`config.mk`:
```
export PLATFORM = sky130hd
export DESIGN_NAME = circular_fifo_with_key_search_core
export DESIGN_NICKNAME = d
export VERILOG_FILES = /design/src/sv/cfks_pkg.sv /design/src/sv/circular_fifo_with_key_search_core.sv /design/src/sv/cfks_ctrl.sv /design/src/sv/cfks_dp.sv
export SDC_FILE = /design/constraint.sdc
export NUM_CORES = 2
export LEC_CHECK = 0
export BUFFER_PORTS_ARGS = -buffer_cell sky130_fd_sc_hd__buf_2
export CAP_MARGIN = 20
export CORE_ASPECT_RATIO = 0.9
export CORE_MARGIN = 2
export CORE_UTILIZATION = 50
export DETAILED_ROUTE_END_ITERATION = 6
export GPL_TIMING_DRIVEN = 0
export PLACE_DENSITY = 0.66
export SLEW_MARGIN = 20
export SYNTH_ARGS = -nofsm -noshare
export SYNTH_HDL_FRONTEND = slang
export SYNTH_SLANG_ARGS = --single-unit
```
`constraint.sdc`:
```
create_clock -name clk -period 12 [get_ports clk]
set_clock_uncertainty 0.1 [all_clocks]
set_input_delay 2.4 -clock clk [delete_from_list [all_inputs] [get_ports clk]]
set_output_delay 2.4 -clock clk [all_outputs]
set_load 0.01 [all_outputs]
```
`src/sv/cfks_pkg.sv`:
```
// shared types and constants for the circular fifo with key search
// no dependencies; imported by cfks_ctrl, cfks_dp and the core top level
package cfks_pkg;

  localparam int DEPTH        = 16;
  localparam int KEY_BYTES    = 8;
  localparam int PAYLOAD_BITS = 32;

  localparam int KEY_W = 8 * KEY_BYTES;
  localparam int PAY_W = (PAYLOAD_BITS < 32) ? PAYLOAD_BITS : 32;
  localparam int IDX_W = $clog2(DEPTH);
  localparam int CNT_W = $clog2(DEPTH + 1);

  typedef enum logic [2:0] {
    MODE_ENQ        = 3'd0,
    MODE_DEQ        = 3'd1,
    MODE_PEEK_FRONT = 3'd2,
    MODE_PEEK_LAST  = 3'd3,
    MODE_SEARCH     = 3'd4
  } mode_e_t;

  typedef struct packed {
    logic [2:0]  mode;
    logic [63:0] key;
    logic [31:0] payload;
  } req_t;

  typedef struct packed {
    logic        ok;
    logic [63:0] entry_key;
    logic [31:0] entry_payload;
    logic [3:0]  position;
    logic [4:0]  count;
  } rsp_t;

  typedef enum logic [2:0] {
    ST_IDLE,
    ST_EXEC,
    ST_READ,
    ST_SCAN,
    ST_RESP
  } state_t;

  typedef enum logic [1:0] {
    RD_HEAD,
    RD_LAST,
    RD_NEXT
  } rd_sel_t;

  typedef enum logic [2:0] {
    RES_HOLD,
    RES_FAIL,
    RES_DONE,
    RES_ENTRY,
    RES_MATCH
  } res_op_t;

  typedef struct packed {
    logic    load_req;
    logic    wr_en;
    logic    rd_en;
    rd_sel_t rd_sel;
    logic    scan_start;
    logic    scan_step;
    logic    deq;
    res_op_t res_op;
  } cmd_t;

  typedef struct packed {
    logic [2:0] mode;
    logic       full;
    logic       empty;
    logic       match;
    logic       scan_last;
  } sts_t;

endpackage

```
`src/sv/circular_fifo_with_key_search_core.sv`:
```
// top level of the circular fifo with key search
// depends on cfks_pkg, cfks_ctrl and cfks_dp
//
//   channel  handshake            payload
//   req      req_valid/req_stall  req (mode, key, payload)
//   rsp      rsp_valid/rsp_stall  rsp (ok, entry_key, entry_payload, position, count)
//
// one request at a time: req_stall is low only while idle
// enqueue and refused requests: the result turns valid in ST_RESP, after ST_EXEC
// dequeue and peeks: ST_EXEC, then ST_READ, then ST_RESP, one registered read of the entry memory
// search: ST_EXEC, then ST_SCAN with entries compared one per cycle through the read port, then ST_RESP
// with no stall the result beat is taken in the same cycle as it turns valid
// rst is synchronous and clears pointers, count and the controller, not the memory
// a stalled result holds until taken; the next request is accepted the cycle after
module circular_fifo_with_key_search_core (
  input  logic           clk,
  input  logic           rst,
  input  logic           req_valid,
  output logic           req_stall,
  input  cfks_pkg::req_t req,
  output logic           rsp_valid,
  input  logic           rsp_stall,
  output cfks_pkg::rsp_t rsp
);
  import cfks_pkg::*;

  cmd_t cmd;
  sts_t sts;

  cfks_ctrl u_ctrl (
    .clk       (clk),
    .rst       (rst),
    .req_valid (req_valid),
    .req_stall (req_stall),
    .rsp_valid (rsp_valid),
    .rsp_stall (rsp_stall),
    .sts       (sts),
    .cmd       (cmd)
  );

  cfks_dp u_dp (
    .clk (clk),
    .rst (rst),
    .req (req),
    .cmd (cmd),
    .sts (sts),
    .rsp (rsp)
  );

endmodule

```
`src/sv/cfks_ctrl.sv`:
```
// controller state machine for the circular fifo with key search
// depends on cfks_pkg; drives cfks_dp through cmd_t, reads sts_t back
module cfks_ctrl (
  input  logic           clk,
  input  logic           rst,
  input  logic           req_valid,
  output logic           req_stall,
  output logic           rsp_valid,
  input  logic           rsp_stall,
  input  cfks_pkg::sts_t sts,
  output cfks_pkg::cmd_t cmd
);
  import cfks_pkg::*;

  state_t state;
  state_t state_next;

  always_ff @(posedge clk) begin
    if (rst) begin
      state <= ST_IDLE;
    end else begin
      state <= state_next;
    end
  end

  always_comb begin
    state_next     = state;
    req_stall      = 1'b1;
    rsp_valid      = 1'b0;
    cmd            = '0;
    cmd.rd_sel     = RD_HEAD;
    cmd.res_op     = RES_HOLD;
    case (state)
      ST_IDLE: begin
        req_stall = 1'b0;
        if (req_valid) begin
          cmd.load_req = 1'b1;
          state_next   = ST_EXEC;
        end
      end
      ST_EXEC: begin
        state_next = ST_RESP;
        case (sts.mode)
          MODE_ENQ: begin
            if (sts.full) begin
              cmd.res_op = RES_FAIL;
            end else begin
              cmd.wr_en  = 1'b1;
              cmd.res_op = RES_DONE;
            end
          end
          MODE_DEQ, MODE_PEEK_FRONT, MODE_PEEK_LAST: begin
            if (sts.empty) begin
              cmd.res_op = RES_FAIL;
            end else begin
              cmd.rd_en  = 1'b1;
              cmd.rd_sel = (sts.mode == MODE_PEEK_LAST) ? RD_LAST : RD_HEAD;
              state_next = ST_READ;
            end
          end
          MODE_SEARCH: begin
            if (sts.empty) begin
              cmd.res_op = RES_FAIL;
            end else begin
              cmd.rd_en      = 1'b1;
              cmd.rd_sel     = RD_HEAD;
              cmd.scan_start = 1'b1;
              state_next     = ST_SCAN;
            end
          end
          default: begin
            cmd.res_op = RES_FAIL;
          end
        endcase
      end
      ST_READ: begin
        cmd.res_op = RES_ENTRY;
        cmd.deq    = (sts.mode == MODE_DEQ);
        state_next = ST_RESP;
      end
      ST_SCAN: begin
        // read data in hand belongs to the current offset; next read is already chained
        if (sts.match) begin
          cmd.res_op = RES_MATCH;
          state_next = ST_RESP;
        end else if (sts.scan_last) begin
          cmd.res_op = RES_FAIL;
          state_next = ST_RESP;
        end else begin
          cmd.rd_en     = 1'b1;
          cmd.rd_sel    = RD_NEXT;
          cmd.scan_step = 1'b1;
        end
      end
      ST_RESP: begin
        rsp_valid = 1'b1;
        if (!rsp_stall) begin
          state_next = ST_IDLE;
        end
      end
      default: begin
        state_next = ST_IDLE;
      end
    endcase
  end

endmodule

```
`src/sv/cfks_dp.sv`:
```
// datapath for the circular fifo with key search: entry memory, ring
// pointers, fill count, scan offset and result register; depends on cfks_pkg
module cfks_dp (
  input  logic           clk,
  input  logic           rst,
  input  cfks_pkg::req_t req,
  input  cfks_pkg::cmd_t cmd,
  output cfks_pkg::sts_t sts,
  output cfks_pkg::rsp_t rsp
);
  import cfks_pkg::*;

  logic [KEY_W-1:0] key_mem [DEPTH];
  logic [PAY_W-1:0] pay_mem [DEPTH];

  logic [2:0]       req_mode;
  logic [KEY_W-1:0] req_key;
  logic [PAY_W-1:0] req_pay;

  logic [IDX_W-1:0] head;
  logic [IDX_W-1:0] tail;
  logic [CNT_W-1:0] count;

  logic [IDX_W-1:0] scan_addr;
  logic [IDX_W-1:0] scan_off;
  logic [IDX_W-1:0] rd_addr;
  logic [KEY_W-1:0] rd_key;
  logic [PAY_W-1:0] rd_pay;

  logic             res_ok;
  logic [63:0]      res_key;
  logic [31:0]      res_pay;
  logic [3:0]       res_pos;

  function automatic logic [IDX_W-1:0] ring_next(input logic [IDX_W-1:0] i);
    return (i == IDX_W'(DEPTH - 1)) ? '0 : i + 1'b1;
  endfunction

  function automatic logic [IDX_W-1:0] ring_prev(input logic [IDX_W-1:0] i);
    return (i == '0) ? IDX_W'(DEPTH - 1) : i - 1'b1;
  endfunction

  always_ff @(posedge clk) begin
    if (cmd.load_req) begin
      req_mode <= req.mode;
      req_key  <= req.key[KEY_W-1:0];
      req_pay  <= req.payload[PAY_W-1:0];
    end
  end

  always_comb begin
    case (cmd.rd_sel)
      RD_HEAD: rd_addr = head;
      RD_LAST: rd_addr = ring_prev(tail);
      RD_NEXT: rd_addr = ring_next(scan_addr);
      default: rd_addr = head;
    endcase
  end

  always_ff @(posedge clk) begin
    if (cmd.wr_en) begin
      key_mem[tail] <= req_key;
      pay_mem[tail] <= req_pay;
    end
  end

  always_ff @(posedge clk) begin
    if (cmd.rd_en) begin
      rd_key    <= key_mem[rd_addr];
      rd_pay    <= pay_mem[rd_addr];
      scan_addr <= rd_addr;
    end
  end

  always_ff @(posedge clk) begin
    if (cmd.scan_start) begin
      scan_off <= '0;
    end else if (cmd.scan_step) begin
      scan_off <= scan_off + 1'b1;
    end
  end

  always_ff @(posedge clk) begin
    if (rst) begin
      head  <= '0;
      tail  <= '0;
      count <= '0;
    end else if (cmd.wr_en) begin
      tail  <= ring_next(tail);
      count <= count + 1'b1;
    end else if (cmd.deq) begin
      head  <= ring_next(head);
      count <= count - 1'b1;
    end
  end

  always_ff @(posedge clk) begin
    case (cmd.res_op)
      RES_FAIL: begin
        res_ok  <= 1'b0;
        res_key <= '0;
        res_pay <= '0;
        res_pos <= '0;
      end
      RES_DONE: begin
        res_ok  <= 1'b1;
        res_key <= '0;
        res_pay <= '0;
        res_pos <= '0;
      end
      RES_ENTRY: begin
        res_ok  <= 1'b1;
        res_key <= 64'(rd_key);
        res_pay <= 32'(rd_pay);
        res_pos <= '0;
      end
      RES_MATCH: begin
        res_ok  <= 1'b1;
        res_key <= '0;
        res_pay <= '0;
        res_pos <= 4'(scan_off);
      end
      default: begin
      end
    endcase
  end

  assign sts.mode      = req_mode;
  assign sts.full      = (count == CNT_W'(DEPTH));
  assign sts.empty     = (count == '0);
  assign sts.match     = (rd_key == req_key);
  assign sts.scan_last = ((CNT_W'(scan_off) + 1'b1) == count);

  assign rsp.ok            = res_ok;
  assign rsp.entry_key     = res_key;
  assign rsp.entry_payload = res_pay;
  assign rsp.position      = res_pos;
  assign rsp.count         = 5'(count);

endmodule
```
# --- Word level (Yosys, flattened, before mapping) ---
# Memories as Yosys holds them, arrays and structs flattened. A register that Yosys moved wholly into a read port is not among the register bits.
# Cells that the tools add are included.
op_classes:
  add_sub_neg: 8
  eq_ne: 23
  muxes: 47
  n_bitwise: 1
  n_reduce_logical: 15
op_table:
  columns: ["operator", "count"]
  rows:
  - ["$pmux 64 s2", 1]
  - ["$eq 64x64->1", 1]
  - ["$pmux 32 s2", 1]
  - ["$mux 3", 10]
  - ["$pmux 3 s2", 4]
  - ["$mux 4", 5]
  - ["$eq 3x2->1 const B", 6]
  - ["$mux 1", 18]
  - ["$add 4x1->4 const B", 4]
  - ["$pmux 4 s2", 2]
  - ["$pmux 3 s5", 1]
  - ["$eq 4x4->1 const B", 3]
  - ["$reduce_or 3->1", 4]
  - ["$mux 5", 2]
  - ["$eq 3x1->1 const B", 3]
  - ["$eq 3x3->1 const B", 3]
  - ["$pmux 3 s3", 1]
  - ["$reduce_bool 2->1", 4]
  - ["$logic_not 3->1", 2]
  - ["$add 4x1->5 const B", 1]
  - ["$add 5x1->5 const B", 1]
  - ["$eq 5x5->1", 1]
  - ["$eq 5x5->1 const B", 1]
  - ["$logic_not 5->1", 1]
  - ["other kinds (13)", 14]
totals:
  regBits: 224
  ramBits: 1536
  in_bits: 103
  output_inout_bits: 108
  wordCells: 109
  memories: 2
memory_table:
  columns: ["name", "depth", "width", "read_ports", "rd_clocked_by_memory_dff", "write_ports", "line_no", "text"]
  rows:
  - ["u_dp.key_mem", 16, 64, 1, 1, 1, "cfks_dp.sv:13", "logic [KEY_W-1:0] key_mem [DEPTH];"]
  - ["u_dp.pay_mem", 16, 32, 1, 1, 1, "cfks_dp.sv:14", "logic [PAY_W-1:0] pay_mem [DEPTH];"]

# --- Longest topological paths before layout ---
logic_depth:
  depth_word: 8
  mapped_depth: 19
  mapped_depth_nobuf: 15

# --- Hierarchy ---
# Synthesis repeated with hierarchy kept, for this count alone.
unflattened:
  hier_cells: 3691
  area_unflattened_um2: 71403.5
by_module_without_submodules:
  columns: ["module", "n_inst", "cells_each", "area_each_um2", "seq_area_each_um2"]
  rows:
  - ["cfks_dp", 1, 3646, 71070.7, 55473.2]
  - ["cfks_ctrl", 1, 45, 332.8, 60.1]

# --- Worst setup path before layout ---
# No wires, ideal clock.
synth_timing:
  path_kind: "register to register"
  startpoint: "register u_dp.req_mode[1]"
  endpoint: "memory u_dp.key_mem[3][0] (netlist bit) (enable)"
  setup_time_ps: 669
  arrival_ps: 8055
  t_required_ps: 11231
  setup_slack_ps: 3176
  stages_incl_launch_ff: 5
  path_buffers: 0
  period_less_slack_ps: 8824
  path_cell_list: "edfxtp_1 -> or3_1 -> a2111oi_4 -> nand2_1 -> nor3_1"
synth_between:
  elab_chain_len: 5
synth_lines:
  columns: ["element", "line_no", "text"]
  rows:
  - ["start, declared", "cfks_dp.sv:16", "logic [2:0] req_mode;"]
  - ["start signal, assigned", "cfks_dp.sv:45", "req_mode <= req.mode;"]
  - ["$logic_not 3->1", "cfks_ctrl.sv:43", "case (sts.mode)"]
  - ["$mux 1", "cfks_ctrl.sv:43", null]
  - ["$mux 1", "cfks_ctrl.sv:33", "case (state)"]
  - ["$mux 1", "cfks_dp.sv:61", "if (cmd.wr_en) begin"]
  - ["$mux 1 (implied by the code)", "cfks_dp.sv:62", "key_mem[tail] <= req_key;"]
  - ["end, declared", "cfks_dp.sv:13", null]
# Every way passes these cells.

# --- Worst setup path after layout ---
layout_timing:
  startpoint: "register u_dp.req_key[52]"
  endpoint: "register u_dp.rd_key[19], read port of u_dp.key_mem, data pin"
layout_between:
  elab_chain_len: 5
  word_cells_on_any_way: 6
  cone_classes: "3 x eq/ne; 3 x mux"
layout_lines:
  columns: ["element", "line_no", "text"]
  rows:
  - ["start, declared", "cfks_dp.sv:17", "logic [KEY_W-1:0] req_key;"]
  - ["start signal, assigned", "cfks_dp.sv:46", "req_key <= req.key[KEY_W-1:0];"]
  - ["$eq 64x64->1 *", "cfks_dp.sv:131", "assign sts.match = (rd_key == req_key);"]
  - ["$mux 3 *", "cfks_ctrl.sv:83", "if (sts.match) begin"]
  - ["$pmux 3 s2 *", "cfks_ctrl.sv:33", null]
  - ["$eq 2x2->1 / $eq 2x1->1 (equally long branches)", "cfks_dp.sv:52", "case (cmd.rd_sel)"]
  - ["$pmux 4 s2", "cfks_dp.sv:52", null]
  - ["end, declared", "cfks_dp.sv:27", "logic [KEY_W-1:0] rd_key;"]
# Every way passes the cells marked *; elsewhere a longest branch is shown, timed or not.
# A chain may end at the register's enable or synchronous reset.

==> results.md <==
- Status: complete, but fails checks
- Violated checks: design-rule violations
- Hold-fix buffers, CTS: 0
- XOR/XNOR Fraction of Synth Area: 0.968%
- Synthesized area per cell: 18.0 sq um
- Critical path peak fanout: 17
- Peak VDD IR: 0.129 mV
- Die ar.: 144000 sq um
- ANT nets after route: 0
- Setup-failing EPs final: 0
- WP data required: 12.46 ns
- Max_slew headroom: 16.6%
- Max Root-Sink Buffers: 3
- Max Clk Rate: 0.137 GHz
- Number of core rows: 130
- TNS Setup: 0 ns
- Post-Synth Adder-Cell Area: 0.241%
- Clk pwr share: 42.3%
- IO buf count: 209
- Clk slew on worst S/H paths: 0.06 ns
- Max-slew violation count: 0
- PostCTS Resize Cnt: 0
- Largest family of logic cells by synthesized area: multiplexers
- TritonRoute pass-1 iters: 7
- Share of post-route cells with drive strength above 1: 16.8%
- Cell taking the most area after synthesis: edfxtp_1
- LEAKAGE: 26.0 nW
- Predominant post-synthesis flop cell: edfxtp_1
- H-Tree Depth: 4
- Grt peak-use layer: met2
- Ports: 211
- Share of the clock period used by the worst path: 60.6%
- Final hold vios: 0
- Vias per cell: 6.01
- Largest cells by area after synthesis: edfxtp_1 (78%), mux2i_1 (8.2%), a222oi_1 (2.7%)
- Antenna violations before repair: 17
- # fillers: 10300
- Tmin final: 7.28 ns
- Post-DP HPWL: 120000 um
- CTS buffer count: 181
- Number of global-route vias before repair: 37500
- Post-synth EDFFs: 1836
- Yosys warnings: 0
- Netlist cell types: 55
- Sw Ratio: 20.3%
- Compound-Gate Fraction of Synth Area: 5.47%
- Final WL: 182000 um
- Post-CTS setup repair buffer count: 0
- Chip width: 400 um
- PwrDens: 160 nW/um^2
- Placed cells: 6110
- Max cap viols: 0
- Post-synthesis simple-gate area fraction: 4.56%
- Die height: 360 um
- Clk sink count: 1856
- Iteration-0 DRC count of the detailed router: 5221
- Crit Path Class: reg2reg
- Mux contribution to synthesized area: 8.23%
- Cell-internal power: 10.5 mW
- Hold Crit Class: reg2reg
- Worst-margin pin slew: 1.25 ns
- Root buf cell: clkbuf_16
- Comb power frac: 1.9%
- Mapped Cells: 3918
- Sequential fraction of the synthesis area: 78.7%
- Synthesized area: 70600 sq um
- Reg2Reg Setup Slack: 4.72 ns
- Met3 GRT Util: 4.91%
- Endpoint class of the critical path: register
- WP data arrival: 7.73 ns
- GRT Resource Usage Total: 25.0%
- Layout Cells excl Fill: 6449
- CTS tree: yes
- Syn Nets: 4034
- #FFs+latches synth: 1856
- Routability cong.: 0.810
- Fraction of registers with async set/reset: 0%
- Initial Util: 50.5%
- Routing usage on met1: 35.3%
- Clock Latency Late Sink: 0.81 ns
- Core area: 140000 sq um
- Fin nets: 4561
- Area growth syn-to-layout: 16.3%
- Met2 usage: 39.2%
- Register share of total power: 55.8%
- Startpoint types: register
- Overflow after GRT: 0
- RSZ-0062 raised after global routing: false
- Psw: 2.67 mW
- Via count: 38700
- First-pass GRT wire length: 260000 um
- DRC viols: 9
- Per-cell routed wire length: 28.3 um
- Top cell type's share of synthesized area: 78.1%
- Pin count of the biggest net entering global routing: 38
critical path, stage by stage, from the launching register on:
cell	delay [ns]
edfxtp_1	0.65
xnor2_1	0.67
nand4_1	0.31
nor4_1	0.35
nand4_1	0.61
nand2_1	0.55
ha_1	0.40
inv_2	0.18
o211a_1	0.26
nor2_1	0.09
o21ai_0	0.38
clkbuf_1	0.95
clkbuf_1	0.92
a222oi_1	0.24
a32o_1	0.30
registers in the layout, summed over array words and instances (netlist names), 3 cells and up:
signal and cells:
u_dp.req_pay 32, u_dp.req_mode 3, u_dp.res_pos 4, u_dp.pay_mem 512, u_dp.head 4, u_dp.count 5
u_ctrl.state 3, u_dp.rd_key 64, u_dp.res_pay 32, u_dp.req_key 64, u_dp.key_mem 1024, u_dp.scan_addr 4
u_dp.res_key 64, u_dp.rd_pay 32, u_dp.tail 4, u_dp.scan_off 4
layout make-up:
cell class              instances  area [sq um]  area share, %
multi-input cells            1820         13900           16.9
flip-flops and latches       1856         55500           67.6
clock buffers                 234          4820           5.87
well taps                    1848          2310           2.82
inverters                      11          41.3         0.0503
diodes                          6          15.0         0.0183
repair buffers                344          3290           4.01
clock inverters                99           947           1.15
plain buffers                 231          1280           1.56
cells in the mapped netlist, types with 20 or more instances:
cell type	n
edfxtp_1	1836
mux2i_1	579
nand2_1	421
a222oi_1	191
buf_2	109
nand3_1	108
and2_1	102
a31oi_1	98
a32o_1	97
clkbuf_1	86
xnor2_1	73
nor2_1	31
buf_4	23
dfxtp_1	20
layer usage:
metal	part of all wire (%)	vias up	routed length, um
li1	-	16800	-
met1	41	19600	74200
met2	47	2000	85100
met3	9.3	344	16900
met4	3.4	6	6170
met5	0.022	-	41
metrics by stage:
step                      power [mW]  hold slack [ns]  setup slack [ns]  cell area [sq um]  utilization [%]
after floorplan                 7.55            0.362              3.18              70600                -
after global placement          7.73            0.392             -4.53              73900             52.9
after detailed placement        7.74            0.405              4.96              76300             54.6
after CTS                       13.2            0.417              4.91              82100             58.7
after global routing            13.5            0.435              4.73              82100             58.7
final                           13.2            0.411              4.72              82100             58.7
cells by family after synthesis:
family / Yosys count
muxes: 580
AOI/OAI and AO/OA: 435
adders and majority gates: 13
xor gates and xnor gates: 78
DFF: 1856
and+or+nand+nor: 714
buffers and inverters: 242
worst paths after layout:
path                                       start                to  cells after the start
worst max-delay path            u_dp.req_key[52]   u_dp.rd_key[19]                     14
worst max register to register  u_dp.req_key[52]   u_dp.rd_key[19]                     14
worst min register to register  u_dp.scan_off[1]  u_dp.scan_off[1]                      2
worst min-delay path            u_dp.scan_off[1]  u_dp.scan_off[1]                      2
power by group through the flow:
stage | Combinational (mW) | Clock [mW] | Sequential, mW
4_1_cts | 0.258 | 5.64 | 7.35
3_5_place_dp | 0.256 | 0 | 7.48
3_3_place_gp | 0.232 | 0 | 7.50
2_1_floorplan | 0.0997 | 0 | 7.46
5_1_grt | 0.271 | 5.90 | 7.36
6_report | 0.254 | 5.57 | 7.35
cells in the final DEF, fill, tap and decap left out, drive strengths merged, types with 17 or more instances in the layout:
cell type,count
a222oi,191
a31oi,98
a32o,97
and2,103
buf,489
clkbuf,320
clkinv,73
dfxtp,20
edfxtp,1836
inv,20
mux2i,579
nand2,421
nand3,108
nand4,17
nor2,31
xnor2,73
Note: power is estimated with default switching activity, not from simulation.
